## src/hw/rtl/bsd_pkg.sv

```systemverilog
// shared types and constants for the byte-stuffed deframer
`timescale 1ns / 1ps

package bsd_pkg;

  localparam logic [7:0] START_SYM = 8'h23;  // '#'
  localparam logic [7:0] ESC_SYM   = 8'h3F;  // '?'
  localparam logic [7:0] ESC_XOR   = 8'h20;

  typedef enum logic [1:0] {
    KIND_DATA = 2'd0,
    KIND_GOOD = 2'd1,
    KIND_BAD  = 2'd2
  } kind_t;

  typedef struct packed {
    kind_t       kind;
    logic [7:0]  data_byte;
    logic [7:0]  frame_id;
    logic [15:0] frame_size;
  } result_t;

endpackage

```

## src/hw/rtl/bsd_in_reg.sv

```systemverilog
// input register stage with stall back to the link side
`timescale 1ns / 1ps

module bsd_in_reg
  import bsd_pkg::*;
(
  input  logic       clk,
  input  logic       rst,
  input  logic       rx_valid,
  output logic       rx_stall,
  input  logic [7:0] rx_byte,
  input  logic       advance,
  output logic       held_valid,
  output logic [7:0] held_byte
);

  logic load;

  // take a new byte when empty or when the held one moves on
  assign rx_stall = held_valid && !advance;
  assign load     = rx_valid && !rx_stall;

  always_ff @(posedge clk) begin
    if (rst) begin
      held_valid <= 1'b0;
    end else if (load) begin
      held_valid <= 1'b1;
    end else if (advance) begin
      held_valid <= 1'b0;
    end
  end

  always_ff @(posedge clk) begin
    if (load) begin
      held_byte <= rx_byte;
    end
  end

endmodule

```

## src/hw/rtl/bsd_parser.sv

```systemverilog
// frame state machine: un-escape, header capture, payload count, checksum
`timescale 1ns / 1ps

module bsd_parser
  import bsd_pkg::*;
(
  input  logic       clk,
  input  logic       rst,
  input  logic       advance,
  input  logic [7:0] raw_byte,
  output logic       hit,
  output result_t    result
);

  typedef enum logic [2:0] {
    PH_WAIT    = 3'd0,
    PH_ID      = 3'd1,
    PH_SIZE_LO = 3'd2,
    PH_SIZE_HI = 3'd3,
    PH_PAYLOAD = 3'd4,
    PH_CHECK   = 3'd5
  } phase_t;

  phase_t      phase, phase_next;
  logic        escape_pending, escape_pending_next;
  logic [7:0]  sum_acc, sum_acc_next;
  logic [7:0]  id_reg, id_reg_next;
  logic [15:0] size_reg, size_reg_next;
  logic [15:0] bytes_left, bytes_left_next;
  logic [7:0]  b;

  always_comb begin
    phase_next          = phase;
    escape_pending_next = escape_pending;
    sum_acc_next        = sum_acc;
    id_reg_next         = id_reg;
    size_reg_next       = size_reg;
    bytes_left_next     = bytes_left;
    hit                 = 1'b0;
    b                   = escape_pending ? (raw_byte ^ ESC_XOR) : raw_byte;
    result.kind         = KIND_DATA;
    result.data_byte    = b;
    result.frame_id     = id_reg;
    result.frame_size   = size_reg;

    if (raw_byte == START_SYM) begin
      phase_next          = PH_ID;
      escape_pending_next = 1'b0;
      sum_acc_next        = 8'd0;
      id_reg_next         = 8'd0;
      size_reg_next       = 16'd0;
      bytes_left_next     = 16'd0;
    end else if (raw_byte == ESC_SYM) begin
      escape_pending_next = 1'b1;
    end else begin
      escape_pending_next = 1'b0;
      sum_acc_next        = sum_acc + b;
      case (phase)
        PH_ID: begin
          id_reg_next = b;
          phase_next  = PH_SIZE_LO;
        end
        PH_SIZE_LO: begin
          size_reg_next = {size_reg[15:8], b};
          phase_next    = PH_SIZE_HI;
        end
        PH_SIZE_HI: begin
          size_reg_next   = {b, size_reg[7:0]};
          bytes_left_next = {b, size_reg[7:0]};
          // empty payload goes straight to the checksum byte
          phase_next = ({b, size_reg[7:0]} == 16'd0) ? PH_CHECK : PH_PAYLOAD;
        end
        PH_PAYLOAD: begin
          hit             = 1'b1;
          bytes_left_next = bytes_left - 16'd1;
          if (bytes_left == 16'd1) begin
            phase_next = PH_CHECK;
          end
        end
        PH_CHECK: begin
          hit              = 1'b1;
          result.kind      = (sum_acc_next == 8'd0) ? KIND_GOOD : KIND_BAD;
          result.data_byte = 8'd0;
          phase_next       = PH_WAIT;
        end
        default: begin
          // waiting for start: content is dropped
        end
      endcase
    end
  end

  always_ff @(posedge clk) begin
    if (rst) begin
      phase          <= PH_WAIT;
      escape_pending <= 1'b0;
      sum_acc        <= 8'd0;
      id_reg         <= 8'd0;
      size_reg       <= 16'd0;
      bytes_left     <= 16'd0;
    end else if (advance) begin
      phase          <= phase_next;
      escape_pending <= escape_pending_next;
      sum_acc        <= sum_acc_next;
      id_reg         <= id_reg_next;
      size_reg       <= size_reg_next;
      bytes_left     <= bytes_left_next;
    end
  end

endmodule

```

## src/hw/rtl/bsd_out_reg.sv

```systemverilog
// result register toward the consumer
`timescale 1ns / 1ps

module bsd_out_reg
  import bsd_pkg::*;
(
  input  logic    clk,
  input  logic    rst,
  input  logic    load,
  input  result_t load_result,
  output logic    can_load,
  output logic    res_valid,
  input  logic    res_stall,
  output result_t res
);

  // free when empty or when the current result leaves this cycle
  assign can_load = !res_valid || !res_stall;

  always_ff @(posedge clk) begin
    if (rst) begin
      res_valid <= 1'b0;
    end else if (can_load) begin
      res_valid <= load;
    end
  end

  always_ff @(posedge clk) begin
    if (can_load && load) begin
      res <= load_result;
    end
  end

endmodule

```

## src/hw/rtl/byte_stuffed_packet_deframer_unit.sv

```systemverilog
// top level of the byte-stuffed packet deframer
`timescale 1ns / 1ps

// Receives one raw link byte per rx transfer and emits at most one result per
// byte. '#' starts a frame and clears all state; '?' escapes the next byte,
// which is XORed with 0x20. Frame layout after un-escaping: id byte, 16-bit
// size low byte first, payload, checksum byte; the 8-bit sum of all content
// bytes including the checksum must be zero. Each payload byte yields a
// result of kind 0; the checksum byte yields kind 1 (good) or 2 (bad) with
// data_byte zero. frame_id and frame_size always carry the current header.
// A frame cut by '#' restarts without a frame-end result, so payload with no
// good frame end should be discarded downstream. Throughput is one byte per
// clock while the result register is not full and stalled. A byte is held
// in the input register and, once the result register has room, advances:
// the parser updates its state and the result is loaded into the result
// register. rx_stall rises only while the result register is full and
// stalled. Start, escape, header and out-of-frame bytes produce no result.

module byte_stuffed_packet_deframer_unit
  import bsd_pkg::*;
(
  input  logic        clk,
  input  logic        rst,
  input  logic        rx_valid,
  output logic        rx_stall,
  input  logic [7:0]  rx_byte,
  output logic        res_valid,
  input  logic        res_stall,
  output logic [1:0]  kind,
  output logic [7:0]  data_byte,
  output logic [7:0]  frame_id,
  output logic [15:0] frame_size
);

  logic       held_valid;
  logic [7:0] held_byte;
  logic       can_load;
  logic       advance;
  logic       hit;
  result_t    parsed;
  result_t    res;

  // the held byte moves on once the result register has room
  assign advance = held_valid && can_load;

  bsd_in_reg u_in_reg (
    .clk        (clk),
    .rst        (rst),
    .rx_valid   (rx_valid),
    .rx_stall   (rx_stall),
    .rx_byte    (rx_byte),
    .advance    (advance),
    .held_valid (held_valid),
    .held_byte  (held_byte)
  );

  bsd_parser u_parser (
    .clk      (clk),
    .rst      (rst),
    .advance  (advance),
    .raw_byte (held_byte),
    .hit      (hit),
    .result   (parsed)
  );

  bsd_out_reg u_out_reg (
    .clk         (clk),
    .rst         (rst),
    .load        (advance && hit),
    .load_result (parsed),
    .can_load    (can_load),
    .res_valid   (res_valid),
    .res_stall   (res_stall),
    .res         (res)
  );

  assign kind       = res.kind;
  assign data_byte  = res.data_byte;
  assign frame_id   = res.frame_id;
  assign frame_size = res.frame_size;

endmodule

```

## config.mk

```make
export PLATFORM = sky130hd
export DESIGN_NAME = byte_stuffed_packet_deframer_unit
export DESIGN_NICKNAME = d
export VERILOG_FILES = /design/src/hw/rtl/bsd_pkg.sv /design/src/hw/rtl/bsd_in_reg.sv /design/src/hw/rtl/bsd_parser.sv /design/src/hw/rtl/bsd_out_reg.sv /design/src/hw/rtl/byte_stuffed_packet_deframer_unit.sv
export SDC_FILE = /design/constraint.sdc
export NUM_CORES = 1
export LEC_CHECK = 0
export BUFFER_PORTS_ARGS = -buffer_cell sky130_fd_sc_hd__buf_2
export CAP_MARGIN = 30
export CORE_MARGIN = 3
export CORE_UTILIZATION = 52
export CTS_BUF_LIST = sky130_fd_sc_hd__clkbuf_16
export CTS_CLUSTER_SIZE = 24
export DETAILED_ROUTE_END_ITERATION = 10
export PLACE_DENSITY = 0.77
export SKIP_LAST_GASP = 1
export SLEW_MARGIN = 20
export SYNTH_ARGS = -nofsm -noshare
export SYNTH_HDL_FRONTEND = slang
export SYNTH_SLANG_ARGS = --single-unit
```

## constraint.sdc

```tcl
create_clock -name clk -period 3.8 [get_ports clk]
set_input_delay 0.19 -clock clk [delete_from_list [all_inputs] [get_ports clk]]
set_output_delay 0.19 -clock clk [all_outputs]
set_load 0.05 [all_outputs]
```

==> key figures <==
Status
  – Status: finished, final reports clean

Timing
  – Max Clock Freq: 319 MHz
  – Slew Limit Headroom: 39.2%
  – Worst Skew: 8.57 ps
  – Worst slew pin tran: 912 ps
  – Final hold vios: 0
  – Max Slew Vio Count: 0
  – Unrepaired setup endpoints after global routing: no
  – Tmin final: between 3000 and 4000 ps
  – Final setup viols: 0
  – Final period util: 82.6%
  – Setup TNS: 0 ps

Power and ir drop
  – Net Sw Frac: 24.7%
  – Pwr dens: 434 nW/um^2
  – Int Power: 1610 uW
  – Reg power frac: 52.5%
  – Sw Pwr: 526 uW
  – Max VDD drop: 315 uV
  – Total power draw: 2130 uW
  – Combinational share of power: 6.8%
  – Clock share of power: 40.7%
  – Leakage: 0.00193 uW

Cells and area
  – Register area: 2340 um^2
  – Multi-input logic area: 1830 um^2
  – Number of fill cells: 662
  – Max reg flops: 34
  – Nets: 482
  – N_diodes: 0
  – Area Growth Syn to Fin: 13.7%
  – Layout cells sized above 1: 17.0%

Synthesis
  – Post-synthesis sequential area ratio: 54.2%
  – Synth Cell Area: 4330 um^2
  – Synth Instances: 419
  – Leading register cell type out of synthesis: dfxtp_1
  – Syn avg cell area: around 10 um^2
  – Ys async rst share: 0%
  – Synth top area share: just under 30%
  – Syn nets: 440
  – Ys Warns: 0
  – Top-count cell post-synth: dfxtp_1
  – EDFF count, synth: 42
  – Yosys cell types: 66
  – Cell accounting for the most synthesized area: edfxtp_1
  – Top cells by area, synth: edfxtp_1 (29%), dfxtp_1 (25%), a21oi_1 (4.2%)
  – Yosys reg bits: 96
  – Top post-synthesis cells by count: dfxtp_1 (54), nand2_1 (44), edfxtp_1 (42)

Route
  – DRC: 0
  – Initial DRC count: 267
  – DR vias: 3,450
  – Avg WL per Cell: 17.1 um
  – Vias per cell: 6.07
  – Post-Route WL: 9.72 mm
  – First-pass iteration count of the detailed router: 5
  – Antenna-violating nets left: 0

Worst setup path
  – Worst Setup Start Kind: flop
  – Crit Path Max Fanout: 9
  – Critical path required time: between 3000 and 4000 ps
  – Setup crit end kind: flop
  – WP data arrival: around 3200 ps
  – Crit Path Class: flop to flop

Placement
  – DP HPWL: 6.47 mm
  – Input/output buffers: between 40 and 50
  – Routability Congestion: around 0.86

Die
  – Die Ht: between 90 and 100 um
  – Core area: ~7900 um^2
  – Initial Util: 54.8%
  – Die outline width: between 90 and 100 um
  – I/O pin count: between 40 and 50
  – Row cnt: 32
  – Total die area: 9450 um^2

Clock tree
  – Postcts setup bufs: 0
  – Clock slew seen by the registers of the worst setup and hold paths: around 70 ps
  – Clock latency on the worst-skew pair: 350 ps
  – TritonCTS Sinks: 96
  – Cts hold-fix bufs: 0
  – Clock root cell: clkbuf_16
  – Htree depth: 3
  – CTS max path bufs: 2
  – CTS tree: done
  – Total CTS buffers: 9
  – CTS resizes: 0

GRT
  – Total grt overflow: 0
  – First-pass GRT wire length: around 16 mm
  – Number of global-route vias before repair: roughly 3,200
  – Antenna violations before repair: 0
  – Total Routing Usage GR: 20.7%
  – Largest net degree at the start of global routing: 42

Job
  – Max_cap viols: 0

Worst hold path
  – Worst hold path type: primary input to flop
==> final timing paths <==
check | to | startpoint | cells past startpoint | slack (ps)
worst max-delay path | u_out_reg.res[33]$_SDFFCE_PP0P_ | u_in_reg.held_byte[0]$_DFFE_PP_ | 8 | 660
worst min register to register | u_out_reg.res[22]$_DFFE_PP_ | u_parser.id_reg[6]$_SDFFE_PP0P_ | 0 | 440
worst min-delay path | u_in_reg.held_byte[6]$_DFFE_PP_ | rx_byte[6] | 1 | 10
worst max register to register | u_out_reg.res[33]$_SDFFCE_PP0P_ | u_in_reg.held_byte[0]$_DFFE_PP_ | 8 | 660
==> stage by stage <==
stage	cells	utilization, %	setup slack, ps	area [um^2]	hold WS, ps
final	568	62.3	662	4920	14.9
after global routing	568	62.3	448	4920	7.89
after CTS	567	62.2	741	4910	8.17
after detailed placement	551	58.6	780	4620	368
after global placement	551	58.6	847	4620	370
after floorplan	419	-	856	4330	289
==> power by group through the flow <==
stage | sequential [uW] | combinational (uW) | clock, uW
floorplan | 1120 | 121 | 0
CTS | 1120 | 145 | 884
detailed placement | 1140 | 142 | 0
finish | 1120 | 146 | 868
global route | 1120 | 162 | 928
global placement | 1140 | 140 | 0
==> routing by layer <==
metal	global-route usage, %	wire, um	vias up
met1	28.4	4400	1676
met2	31.9	4540	113
met5	0	0	-
li1	-	-	1646
met3	4.38	586	15
met4	8.42	187	0
==> cell type report <==
class / instances / area share [%]
well taps: 102 / 2.60
flip-flops and latches: 96 / 47.6
clock buffers: 9 / 4.58
inverters: 16 / 1.22
clock inverters: 7 / 1.25
repair buffers: 52 / 5.55
multi-input cells: 286 / 37.2
==> critical path, stage by stage, from the launching register on <==
cell	delay, ps
edfxtp_1	540
ha_1	290
fa_1	400
a211oi_1	340
nor2_1	110
xor2_1	160
or4_1	400
a2111oi_0	500
a21oi_1	130
==> cell families after synthesis <==
kind of cell	Yosys count	synth area share, %
compound gates	103	16.8
xor+xnor	10	2.34
fa+ha+maj	10	3.01
buf+inv	37	3.85
flops	96	54.2
mux	5	1.16
simple gates	158	18.7
==> cells in the final DEF, fill, tap and decap left out, types with 9 or more instances in the layout <==
cell type / instances
a21oi_1: 36
a22oi_1: 11
buf_2: 47
nand3_1: 16
dfxtp_1: 54
nor3_1: 16
inv_1: 15
edfxtp_1: 42
nand2_1: 44
nor2_1: 33
clkbuf_16: 9
Power figures use the tool's default switching activity.
